===== src/hw/rtl/lrsv_pkg.sv =====
// Shared types, codes and the CRC-32 byte step of the log record stream validator.
package lrsv_pkg;

  localparam int unsigned HdrIdxW = 5;
  localparam logic [HdrIdxW-1:0] HDR_LAST       = HdrIdxW'(27);
  localparam logic [HdrIdxW-1:0] HDR_VERSION_AT = HdrIdxW'(4);
  localparam logic [HdrIdxW-1:0] HDR_SEQ_AT     = HdrIdxW'(8);
  localparam logic [HdrIdxW-1:0] HDR_TYPE_AT    = HdrIdxW'(16);
  localparam logic [HdrIdxW-1:0] HDR_LEN_AT     = HdrIdxW'(20);
  localparam logic [HdrIdxW-1:0] HDR_CSUM_AT    = HdrIdxW'(24);

  localparam logic [31:0] CRC_INIT = 32'hFFFF_FFFF;
  localparam logic [31:0] CRC_POLY = 32'hEDB8_8320;

  localparam int unsigned CfgIdxW  = 3;
  localparam int unsigned CfgDataW = 64;

  localparam logic [CfgIdxW-1:0] CFG_MAGIC        = CfgIdxW'(0);
  localparam logic [CfgIdxW-1:0] CFG_VERSION      = CfgIdxW'(1);
  localparam logic [CfgIdxW-1:0] CFG_TYPE_LOWEST  = CfgIdxW'(2);
  localparam logic [CfgIdxW-1:0] CFG_TYPE_HIGHEST = CfgIdxW'(3);
  localparam logic [CfgIdxW-1:0] CFG_REPLAY_AFTER = CfgIdxW'(4);

  typedef enum logic [1:0] {
    KIND_PAYLOAD = 2'd0,
    KIND_RECORD  = 2'd1,
    KIND_STATUS  = 2'd2
  } kind_e;

  typedef enum logic [2:0] {
    ST_OK        = 3'd0,
    ST_MAGIC     = 3'd1,
    ST_VERSION   = 3'd2,
    ST_SEQUENCE  = 3'd3,
    ST_TYPE      = 3'd4,
    ST_TRUNCATED = 3'd5,
    ST_CHECKSUM  = 3'd6,
    ST_OVERFLOW  = 3'd7
  } status_e;

  typedef struct packed {
    logic [31:0] magic_word;
    logic [31:0] format_version;
    logic [31:0] type_lowest;
    logic [31:0] type_highest;
    logic [63:0] replay_after;
  } cfg_t;

  typedef struct packed {
    kind_e       kind;
    logic [7:0]  payload_byte;
    logic [63:0] record_sequence;
    logic [31:0] record_type;
    logic [31:0] record_length;
    logic        replay_marked;
    status_e     status_code;
    logic        last_of_run;
  } res_t;

  function automatic logic [31:0] crc_byte(input logic [31:0] crc, input logic [7:0] b);
    logic [31:0] c;
    c = crc ^ {24'd0, b};
    for (int i = 0; i < 8; i++) begin
      c = c[0] ? ((c >> 1) ^ CRC_POLY) : (c >> 1);
    end
    return c;
  endfunction

endpackage


===== src/hw/rtl/lrsv_cfg_regs.sv =====
// Configuration registers of the log record stream validator.
module lrsv_cfg_regs import lrsv_pkg::*; (
  input  logic                clk_i,
  input  logic                rst_ni,
  input  logic                cfg_we_i,
  input  logic [CfgIdxW-1:0]  cfg_index_i,
  input  logic [CfgDataW-1:0] cfg_wdata_i,
  output cfg_t                cfg_o
);

  cfg_t cfg_q, cfg_d;

  always_comb begin
    cfg_d = cfg_q;
    if (cfg_we_i) begin
      case (cfg_index_i)
        CFG_MAGIC:        cfg_d.magic_word     = cfg_wdata_i[31:0];
        CFG_VERSION:      cfg_d.format_version = cfg_wdata_i[31:0];
        CFG_TYPE_LOWEST:  cfg_d.type_lowest    = cfg_wdata_i[31:0];
        CFG_TYPE_HIGHEST: cfg_d.type_highest   = cfg_wdata_i[31:0];
        CFG_REPLAY_AFTER: cfg_d.replay_after   = cfg_wdata_i;
        default:          cfg_d = cfg_q;
      endcase
    end
  end

  always_ff @(posedge clk_i or negedge rst_ni) begin
    if (!rst_ni) begin
      cfg_q.magic_word     <= 32'd0;
      cfg_q.format_version <= 32'd1;
      cfg_q.type_lowest    <= 32'd0;
      cfg_q.type_highest   <= 32'd15;
      cfg_q.replay_after   <= 64'd0;
    end else begin
      cfg_q <= cfg_d;
    end
  end

  assign cfg_o = cfg_q;

endmodule


===== src/hw/rtl/lrsv_parser.sv =====
// Record deframer: header capture and checks, payload forwarding and CRC, descriptor and status results.
module lrsv_parser import lrsv_pkg::*; (
  input  logic       clk_i,
  input  logic       rst_ni,
  input  cfg_t       cfg_i,
  input  logic       accept_i,
  input  logic [7:0] data_byte_i,
  input  logic       end_of_file_i,
  output logic       push0_o,
  output logic       push1_o,
  output res_t       res0_o,
  output res_t       res1_o
);

  typedef enum logic {
    PH_HEADER  = 1'b0,
    PH_PAYLOAD = 1'b1
  } phase_e;

  phase_e              phase_q, phase_d;
  logic [HdrIdxW-1:0]  hdr_idx_q, hdr_idx_d;
  logic [31:0]         magic_q, magic_d;
  logic [31:0]         version_q, version_d;
  logic [63:0]         seq_q, seq_d;
  logic [31:0]         rtype_q, rtype_d;
  logic [31:0]         len_q, len_d;
  logic [31:0]         csum_q, csum_d;
  logic [31:0]         remain_q, remain_d;
  logic [31:0]         crc_q, crc_d;
  logic [63:0]         exp_seq_q, exp_seq_d;
  status_e             err_q, err_d;

  logic [31:0] crc_n;
  logic        replay;
  logic        crc_ok;
  res_t        rec;

  assign replay = (cfg_i.replay_after == 64'd0) || (seq_d > cfg_i.replay_after);

  always_comb begin
    rec                 = '0;
    rec.kind            = KIND_RECORD;
    rec.record_sequence = seq_d;
    rec.record_type     = rtype_d;
    rec.record_length   = len_d;
    rec.replay_marked   = replay;
    rec.status_code     = ST_OK;
    rec.last_of_run     = 1'b1;
  end

  always_comb begin
    phase_d   = phase_q;
    hdr_idx_d = hdr_idx_q;
    magic_d   = magic_q;
    version_d = version_q;
    seq_d     = seq_q;
    rtype_d   = rtype_q;
    len_d     = len_q;
    csum_d    = csum_q;
    remain_d  = remain_q;
    crc_d     = crc_q;
    exp_seq_d = exp_seq_q;
    err_d     = err_q;
    push0_o   = 1'b0;
    push1_o   = 1'b0;
    res0_o    = rec;
    res1_o    = rec;
    crc_n     = crc_byte(crc_q, data_byte_i);
    crc_ok    = 1'b0;

    if (accept_i) begin
      if (end_of_file_i) begin
        res0_o             = '0;
        res0_o.kind        = KIND_STATUS;
        res0_o.last_of_run = 1'b1;
        if (err_q != ST_OK) begin
          res0_o.status_code = err_q;
        end else if (phase_q == PH_PAYLOAD || hdr_idx_q != '0) begin
          res0_o.status_code = ST_TRUNCATED;
        end else begin
          res0_o.status_code = ST_OK;
        end
        push0_o   = 1'b1;
        phase_d   = PH_HEADER;
        hdr_idx_d = '0;
        magic_d   = '0;
        version_d = '0;
        seq_d     = '0;
        rtype_d   = '0;
        len_d     = '0;
        csum_d    = '0;
        remain_d  = '0;
        crc_d     = CRC_INIT;
        exp_seq_d = 64'd1;
        err_d     = ST_OK;
      end else if (err_q == ST_OK) begin
        if (phase_q == PH_HEADER) begin
          if (hdr_idx_q < HDR_VERSION_AT) begin
            magic_d[{hdr_idx_q[1:0], 3'b000} +: 8] = data_byte_i;
          end else if (hdr_idx_q < HDR_SEQ_AT) begin
            version_d[{hdr_idx_q[1:0], 3'b000} +: 8] = data_byte_i;
          end else if (hdr_idx_q < HDR_TYPE_AT) begin
            seq_d[{hdr_idx_q[2:0], 3'b000} +: 8] = data_byte_i;
          end else if (hdr_idx_q < HDR_LEN_AT) begin
            rtype_d[{hdr_idx_q[1:0], 3'b000} +: 8] = data_byte_i;
          end else if (hdr_idx_q < HDR_CSUM_AT) begin
            len_d[{hdr_idx_q[1:0], 3'b000} +: 8] = data_byte_i;
          end else begin
            csum_d[{hdr_idx_q[1:0], 3'b000} +: 8] = data_byte_i;
          end

          if (hdr_idx_q != HDR_LAST) begin
            hdr_idx_d = hdr_idx_q + HdrIdxW'(1);
          end else begin
            hdr_idx_d = '0;
            if (magic_d != cfg_i.magic_word) begin
              err_d = ST_MAGIC;
            end else if (version_d != cfg_i.format_version) begin
              err_d = ST_VERSION;
            end else if (seq_d != exp_seq_q) begin
              err_d = ST_SEQUENCE;
            end else if (rtype_d < cfg_i.type_lowest || rtype_d > cfg_i.type_highest) begin
              err_d = ST_TYPE;
            end else begin
              crc_d    = CRC_INIT;
              remain_d = len_d;
              if (len_d == 32'd0) begin
                crc_ok             = (csum_d == 32'd0);
                push0_o            = 1'b1;
                res0_o.status_code = crc_ok ? ST_OK : ST_CHECKSUM;
              end else begin
                phase_d = PH_PAYLOAD;
              end
            end
          end
        end else begin
          crc_d               = crc_n;
          push0_o             = 1'b1;
          res0_o.kind         = KIND_PAYLOAD;
          res0_o.payload_byte = data_byte_i;
          res0_o.last_of_run  = (remain_q != 32'd1);
          remain_d            = remain_q - 32'd1;
          if (remain_q == 32'd1) begin
            crc_ok             = (~crc_n == csum_q);
            push1_o            = 1'b1;
            res1_o.status_code = crc_ok ? ST_OK : ST_CHECKSUM;
            phase_d            = PH_HEADER;
            hdr_idx_d          = '0;
            remain_d           = 32'd0;
          end
        end

        if ((push0_o && res0_o.kind == KIND_RECORD) || push1_o) begin
          if (!crc_ok) begin
            err_d = ST_CHECKSUM;
          end else if (exp_seq_q == {64{1'b1}}) begin
            err_d = ST_OVERFLOW;
          end else begin
            exp_seq_d = exp_seq_q + 64'd1;
          end
        end
      end
    end
  end

  always_ff @(posedge clk_i or negedge rst_ni) begin
    if (!rst_ni) begin
      phase_q   <= PH_HEADER;
      hdr_idx_q <= '0;
      magic_q   <= '0;
      version_q <= '0;
      seq_q     <= '0;
      rtype_q   <= '0;
      len_q     <= '0;
      csum_q    <= '0;
      remain_q  <= '0;
      crc_q     <= CRC_INIT;
      exp_seq_q <= 64'd1;
      err_q     <= ST_OK;
    end else begin
      phase_q   <= phase_d;
      hdr_idx_q <= hdr_idx_d;
      magic_q   <= magic_d;
      version_q <= version_d;
      seq_q     <= seq_d;
      rtype_q   <= rtype_d;
      len_q     <= len_d;
      csum_q    <= csum_d;
      remain_q  <= remain_d;
      crc_q     <= crc_d;
      exp_seq_q <= exp_seq_d;
      err_q     <= err_d;
    end
  end

  a_halted_silent: assert property (@(posedge clk_i) disable iff (!rst_ni)
    accept_i && !end_of_file_i && err_q != ST_OK |-> !push0_o && !push1_o)
    else $error("result produced while halted");

  a_pair_order: assert property (@(posedge clk_i) disable iff (!rst_ni)
    push1_o |-> push0_o && res0_o.kind == KIND_PAYLOAD && res1_o.kind == KIND_RECORD)
    else $error("second result without payload byte before it");

  a_eof_clears: assert property (@(posedge clk_i) disable iff (!rst_ni)
    accept_i && end_of_file_i |=> phase_q == PH_HEADER && hdr_idx_q == '0 && err_q == ST_OK
      && exp_seq_q == 64'd1)
    else $error("state not cleared after end of file");

  a_payload_in_phase: assert property (@(posedge clk_i) disable iff (!rst_ni)
    push0_o && res0_o.kind == KIND_PAYLOAD |-> phase_q == PH_PAYLOAD && remain_q != 32'd0)
    else $error("payload byte outside payload phase");

endmodule


===== src/hw/rtl/lrsv_out_fifo.sv =====
// Three-entry result queue; the head entry drives the output channel.
module lrsv_out_fifo import lrsv_pkg::*; (
  input  logic clk_i,
  input  logic rst_ni,
  input  logic push0_i,
  input  logic push1_i,
  input  res_t res0_i,
  input  res_t res1_i,
  input  logic out_stall_i,
  output logic out_valid_o,
  output res_t head_o,
  output logic in_stall_o
);

  localparam int unsigned Depth = 3;

  res_t       slot_q [Depth];
  res_t       slot_d [Depth];
  logic [1:0] cnt_q, cnt_d;
  logic [1:0] base;
  logic       pop;

  assign pop  = (cnt_q != 2'd0) && !out_stall_i;
  assign base = cnt_q - {1'b0, pop};

  always_comb begin
    for (int i = 0; i < Depth; i++) begin
      if (pop && i < Depth - 1) begin
        slot_d[i] = slot_q[i+1];
      end else begin
        slot_d[i] = slot_q[i];
      end
      if (push0_i && base == 2'(i)) begin
        slot_d[i] = res0_i;
      end
      if (push1_i && base + 2'd1 == 2'(i)) begin
        slot_d[i] = res1_i;
      end
    end
    cnt_d = base + {1'b0, push0_i} + {1'b0, push1_i};
  end

  always_ff @(posedge clk_i) begin
    for (int i = 0; i < Depth; i++) begin
      slot_q[i] <= slot_d[i];
    end
  end

  always_ff @(posedge clk_i or negedge rst_ni) begin
    if (!rst_ni) begin
      cnt_q <= 2'd0;
    end else begin
      cnt_q <= cnt_d;
    end
  end

  assign out_valid_o = (cnt_q != 2'd0);
  assign head_o      = slot_q[0];
  assign in_stall_o  = (cnt_q > 2'd1);

  a_room_for_push: assert property (@(posedge clk_i) disable iff (!rst_ni)
    push0_i |-> cnt_q <= 2'd1)
    else $error("push into queue without room for two results");

endmodule


===== src/hw/rtl/log_record_stream_validator.sv =====
// Top level of the log record stream validator.
//
// Input channel: one log file byte per transfer (data_byte_i), or an end-of-file
// marker (end_of_file_i). Output channel: one result per transfer: a forwarded
// payload byte, a record descriptor with CRC verdict and replay flag, or the
// end-of-file status. last_of_run_o marks the last result of an input transfer.
// Each accepted byte is handled in the cycle of its transfer; its results go to
// a three-entry result queue whose head drives the outputs. Throughput is one
// byte per cycle while in_stall_o is low; a payload byte that closes a record
// yields two results. in_stall_o rises once more than one result is waiting,
// as after such a byte or when the receiver stalls and the queue fills.
// Reset empties the queue, clears the parser state and loads the configuration
// defaults. Configuration writes take effect at the next edge; the user must
// make them only while no transfer is in flight; the block does not enforce it.
module log_record_stream_validator import lrsv_pkg::*; (
  input  logic                clk_i,
  input  logic                rst_ni,
  input  logic                cfg_we_i,
  input  logic [CfgIdxW-1:0]  cfg_index_i,
  input  logic [CfgDataW-1:0] cfg_wdata_i,
  input  logic                in_valid_i,
  output logic                in_stall_o,
  input  logic [7:0]          data_byte_i,
  input  logic                end_of_file_i,
  output logic                out_valid_o,
  input  logic                out_stall_i,
  output logic [1:0]          kind_o,
  output logic [7:0]          payload_byte_o,
  output logic [63:0]         record_sequence_o,
  output logic [31:0]         record_type_o,
  output logic [31:0]         record_length_o,
  output logic                replay_marked_o,
  output logic [2:0]          status_code_o,
  output logic                last_of_run_o
);

  cfg_t cfg;
  logic accept;
  logic push0, push1;
  res_t res0, res1, head;

  assign accept = in_valid_i && !in_stall_o;

  lrsv_cfg_regs u_cfg (
    .clk_i       (clk_i),
    .rst_ni      (rst_ni),
    .cfg_we_i    (cfg_we_i),
    .cfg_index_i (cfg_index_i),
    .cfg_wdata_i (cfg_wdata_i),
    .cfg_o       (cfg)
  );

  lrsv_parser u_parser (
    .clk_i         (clk_i),
    .rst_ni        (rst_ni),
    .cfg_i         (cfg),
    .accept_i      (accept),
    .data_byte_i   (data_byte_i),
    .end_of_file_i (end_of_file_i),
    .push0_o       (push0),
    .push1_o       (push1),
    .res0_o        (res0),
    .res1_o        (res1)
  );

  lrsv_out_fifo u_out (
    .clk_i       (clk_i),
    .rst_ni      (rst_ni),
    .push0_i     (push0),
    .push1_i     (push1),
    .res0_i      (res0),
    .res1_i      (res1),
    .out_stall_i (out_stall_i),
    .out_valid_o (out_valid_o),
    .head_o      (head),
    .in_stall_o  (in_stall_o)
  );

  assign kind_o            = 2'(head.kind);
  assign payload_byte_o    = head.payload_byte;
  assign record_sequence_o = head.record_sequence;
  assign record_type_o     = head.record_type;
  assign record_length_o   = head.record_length;
  assign replay_marked_o   = head.replay_marked;
  assign status_code_o     = 3'(head.status_code);
  assign last_of_run_o     = head.last_of_run;

endmodule

===== config.mk =====
export PLATFORM = sky130hd
export DESIGN_NAME = log_record_stream_validator
export DESIGN_NICKNAME = d
export VERILOG_FILES = /design/src/hw/rtl/lrsv_pkg.sv /design/src/hw/rtl/lrsv_cfg_regs.sv /design/src/hw/rtl/lrsv_parser.sv /design/src/hw/rtl/lrsv_out_fifo.sv /design/src/hw/rtl/log_record_stream_validator.sv
export SDC_FILE = /design/constraint.sdc
export NUM_CORES = 2
export LEC_CHECK = 0
export ABC_CLOCK_PERIOD_IN_PS = 9000
export BUFFER_PORTS_ARGS = -buffer_cell sky130_fd_sc_hd__buf_4
export CORE_ASPECT_RATIO = 1.25
export CORE_UTILIZATION = 30
export DETAILED_ROUTE_END_ITERATION = 16
export MAX_ROUTING_LAYER = met4
export PLACE_DENSITY = 0.55
export SYNTH_ARGS = -nofsm -noshare
export SYNTH_HDL_FRONTEND = slang
export SYNTH_SLANG_ARGS = --single-unit
export TNS_END_PERCENT = 20

===== constraint.sdc =====
create_clock -name clk_i -period 9 [get_ports clk_i]
set_clock_uncertainty 0.1 [all_clocks]
set_input_delay 1.8 -clock clk_i [delete_from_list [all_inputs] [get_ports clk_i]]
set_output_delay 1.8 -clock clk_i [all_outputs]
set_load 0.01 [all_outputs]

== Word-level counts from Yosys, hierarchy flattened ==
Memories as Yosys holds them, arrays and structs flattened.
Index checks and enable logic that the tools add are counted.

* Register bits: 555
* Bits in writable memories: 429
* Input port bits: 81
* Output and inout bits: 145
* Memories kept: 1

* $add $sub $neg: 9
* Magnitude comparators: 9
* Equal/unequal tests: 25
* Shift-type cells: 4
* Multiplexer cells: 194
* Bitwise gates (word level): 10
* Reduce and logical (&&, ||, !) cells: 38

{| class="wikitable"
|+ Memory list
! name !! words !! width !! rd ports !! clocked after memory_dff !! write ports !! RTL line !! text
|-
| u_out.slot_q || 3 || 143 || 3 || 0 || 3 || lrsv_out_fifo.sv:17 || <nowiki>res_t slot_q [Depth];</nowiki>
|}

{| class="wikitable"
|+ Operators by type and width
! kind !! number
|-
| $mux W32 || 79
|-
| $mux W143 || 9
|-
| $mux W64 || 16
|-
| $bwmux W32 || 5
|-
| $mux W129 || 1
|-
| $not A13 Y14 || 8
|-
| $mux W3 || 27
|-
| $add A64 B1 Y64 const B || 1
|-
| $bwmux W64 || 1
|-
| $eq A64 B64 Y1 const B || 1
|-
| $gt A64 B64 Y1 || 1
|-
| $logic_not A32 Y1 || 2
|-
| $logic_not A64 Y1 || 1
|-
| $ne A32 B32 Y1 || 2
|-
| $ne A64 B64 Y1 || 1
|-
| $shift A8 B8 Y64 const A || 1
|-
| $shiftx A8 B8 Y64 || 1
|-
| $mux W10 || 5
|-
| $mux W1 || 43
|-
| $eq A32 B1 Y1 const B || 1
|-
| $eq A32 B32 Y1 || 1
|-
| $gt A32 B32 Y1 || 1
|-
| $lt A32 B32 Y1 || 1
|-
| $ne A32 B1 Y1 const B || 1
|-
| 39 further kinds || 79
|}

== Logic depth before layout (Yosys ltp) ==
* Depth in word-level cells: 29
* Gate-level depth with buffers: 28
* Depth with buffers taken out: 20

== Hierarchy ==
From an unflattened synthesis, not the netlist that was laid out.

* Cells, all modules: 5,322
* Area total of the unflattened synthesis: 56,751.9 um^2

{| class="wikitable"
|+ By module, submodules not included
! module !! times used !! cells an instance !! area an instance (um^2) !! sequential area each (um^2)
|-
| lrsv_parser || 1 || 3,124 || 27,162.3 || 9,075.0
|-
| lrsv_out_fifo || 1 || 1,787 || 22,051.1 || 12,932.4
|-
| lrsv_cfg_regs || 1 || 410 || 7,524.7 || 4,810.9
|-
| log_record_stream_validator || 1 || 1 || 13.8 || 0.0
|}

== Least setup slack after synthesis ==
No wires, ideal clock.

* Kind: input to register
* From: input data_byte_i[4]
* To: memory u_out.slot_q[0][100] (netlist bit), enable pin
* Library setup time: 495 ps
* Arrival time: 8,479 ps
* Required time: 8,405 ps
* Path slack: -73 ps
* Stages: 21
* Cell sequence: clkbuf_1 clkbuf_1 nor4bb_1 clkbuf_1 mux2i_1 inv_1 ha_1 nand4_1 or4_1 nor3_1 mux2_2 a31oi_1 a211oi_1 nand3_1 nor3_2 o21a_1 buf_4 nor2_1 buf_4 buf_6 nand2_1

{| class="wikitable"
|+ RTL lines
! what !! RTL line !! text
|-
| from (decl) || log_record_stream_validator.sv:23 || <nowiki>input logic [7:0] data_byte_i,</nowiki>
|-
| to (decl) || lrsv_out_fifo.sv:17 ||
|}

==> results.py <==
metrics = {
    "outcome": {
        "status": "complete, no violations",
    },
    "finish": {
        "nets": 5207,
        "drive_above_1_share": 0.185,
        "finalNonFillerCells": 7316,
        "n_fill_cell": 17400,
        "layout_common_cells": "dfrtp_1 (517), nand2_1 (427), edfxtp_1 (393)",
        "final_common_cell": "dfrtp_1",
        "area_delta_synth_final_pct": 13.5,
    },
    "sta": {
        "setup_viol": 0,
        "final-hold-violation-count": 0,
        "finalMaxSlewViolations": 0,
        "slew-limit-headroom": 0.150,
        "worst_pin_slew_ps": 1260,
        "fin_crit_sh": 0.904,
        "fin_crit_ps": 8130,
        "clock.fmax_ghz": 0.123,
        "rsz0062_at_grt": "no",
    },
    "placed_design": {
        "dp.cells": 7122,
        "globalplace.congestion": 1.02,
        "hpwlAfterDp_um": 133000,
        "port_buffers": 225,
    },
    "min_path": {
        "worstHoldStart": "u_out.slot_q[0][425]",
        "hp-class": "flip-flop to flip-flop",
    },
    "critical_path": {
        "reg2reg_from": "u_parser.hdr_idx_q[1]",
        "arrival_ps": 8520,
        "worstSetupEndpointType": "flip-flop",
        "worst-setup-path-type": "flip-flop to flip-flop",
        "worstPathRequired_ps": 9390,
        "cp_max_fo": 87,
        "startpoint": "u_parser.hdr_idx_q[1]",
        "cp-start-kind": "flip-flop",
    },
    "global_routing": {
        "gr-total-overflow": 0,
        "grt_pass1_wl_um": 269000,
        "antenna_found_initial": 5,
        "grt_pass1_vias": 38900,
        "grt_usage": 0.212,
        "grt_max_degree": 133,
    },
    "logic_synthesis": {
        "yosysSeqAreaShare": 0.507,
        "syn_nets": 5141,
        "netlist-cell-type-count": 91,
        "yosysWarnings": 0,
        "synth_ff_type": "dfrtp_1",
        "synth_seq_cells": 984,
        "async_reset_ff_frac": 0.564,
        "netlist_area_um2": 52200,
        "synth_edf_count": 393,
        "synth_area_per_cell_um2": 10.6,
        "synthCells": 4922,
    },
    "detailed_routing": {
        "wl_per_cell_um": 25.2,
        "avgViaCountPerCell": 5.33,
        "wirelength_um": 184000,
        "drt_iter0_drc": 3469,
        "first_pass_iters": 5,
        "route.detailed.drc": 0,
        "route.vias.total": 39000,
        "ant_nets": 0,
    },
    "clocking": {
        "numCtsBuffers": 100,
        "root_buffer": "clkbuf_16",
        "path_clk_slew_ps": 60,
        "htreeDepth": 3,
        "clock_latency_ps": 760,
        "cts_tree": "done",
        "post-cts-setup-buffers": 0,
        "clock_sinks": 984,
        "cts_max_path_buffers": 3,
        "ctsHoldBuffers": 0,
        "post_cts_resized": 0,
    },
    "die": {
        "die_w_um": 375,
        "row_count": 170,
        "io_pins": 226,
        "fp.dieArea_um2": 176000,
        "die_y_um": 468,
        "initial_utilization": 0.303,
        "core_area_um2": 172000,
    },
    "job": {
        "maxCapViolations": 0,
    },
    "power": {
        "power_leakage_nw": 23.6,
        "ir_worst_vdd_mv": 0.176,
        "finalPower_mw": 14.2,
        "p_per_area_nw_per_um2": 239,
    },
}
-- state kept, by name, indices dropped and copies added (netlist names) --
register,cells
u_out.slot_q,429
u_cfg.cfg_o,192
u_parser.exp_seq_q,64
u_parser.seq_q,64
u_parser.crc_q,32
u_parser.csum_q,32
u_parser.len_q,32
u_parser.magic_q,32
u_parser.remain_q,32
u_parser.rtype_q,32
u_parser.version_q,32
u_parser.hdr_idx_q,5
u_parser.err_q,3
u_out.cnt_q,2
u_parser.phase_q,1
-- worst max-delay path, cell delays in order (launching register included) --
cell	delay [ps]
dfrtp_1	530
inv_1	130
ha_1	450
buf_4	450
nand2_1	360
or3_1	730
nor2_1	200
a21oi_1	90
inv_1	160
ha_1	160
nand4_1	180
or4_1	590
nor3_1	200
mux2_2	200
a31oi_1	40
a211oi_1	980
buf_4	300
nand3_1	180
nor3_2	470
o211a_1	260
nor2_4	70
buf_12	180
mux2_1	510
-- worst paths after layout --
| kind | to | slack [ps] | cells past startpoint |
|---|---|---|---|
| setup / recovery | u_out.slot_q[0][179] | 870 | 22 |
| hold / removal | u_out.slot_q[0][425] | 360 | 2 |
| setup reg to reg | u_out.slot_q[0][179] | 870 | 22 |
| hold reg to reg | u_out.slot_q[0][425] | 360 | 2 |
| max in group asynchronous | u_out.cnt_q[0] | 6190 | 2 |
| min in group asynchronous | u_cfg.cfg_o[90] | 1040 | 1 |
-- cell families after synthesis --
family	share of synthesized area
buffers and inverters	0.0675
multiplexers	0.101
adder cells (fa/ha/maj)	0.0332
AND/OR/NAND/NOR	0.131
flip-flops	0.507
AO/OA/AOI/OAI	0.122
XOR/XNOR	0.0387
-- metal layers --
metal  routed length (um)  GRT usage  part of all wire  vias to the layer above
li1                     -          -                 -                    17700
met1                79400      0.269              0.43                    19700
met5                    0          -                 0                        -
met2                87900      0.343              0.48                     1280
met3                 9120     0.0256             0.050                      315
met4                 7580     0.0885             0.041                        0
-- Yosys cell counts, types with 52 or more instances --
cell,number,area [um2]
dfrtp_1,517,12900
nand2_1,430,1610
edfxtp_1,393,11800
o21ai_0,376,1880
inv_1,336,1260
mux2_2,318,3580
nor2_1,309,1160
clkbuf_1,213,800
a21oi_1,169,846
buf_4,143,1070
ha_1,137,1710
mux2i_1,128,1280
xnor2_1,120,1050
nand3_1,100,500
a22o_1,91,797
nor3_1,71,355
nor4_1,71,444
nand4_1,69,432
xor2_1,59,517
or3_1,52,325
-- where the power goes --
| group | switching, mW | internal (mW) | total [mW] |
|---|---|---|---|
| Sequential | 0.392 | 5.64 | 6.04 |
| Combinational | 2.47 | 1.39 | 3.87 |
| Clock | 1.90 | 2.38 | 4.29 |
-- cell type report --
type / count / area (um2) / area share
clock inverters: 49 / 515 / 0.00870
clock buffers: 141 / 2790 / 0.0470
diodes: 4 / 10.0 / 0.000169
repair buffers: 374 / 2940 / 0.0496
well taps: 2236 / 2800 / 0.0472
flip-flops and latches: 984 / 26500 / 0.446
inverters: 336 / 1270 / 0.0214
multi-input cells: 3192 / 22500 / 0.380
-- per-stage QoR --
step	hold WS [ps]	cell area [um2]	worst slack, ps	utilization	TNS [ps]
after global placement	343	56000	484	0.325	0
after detailed placement	350	56000	646	0.325	0
after floorplan	336	52200	-67.7	-	-8870
final	358	59300	868	0.344	0
after global routing	382	59300	616	0.344	0
after CTS	359	59300	1120	0.344	0
Note: power is estimated with default switching activity, not from simulation.
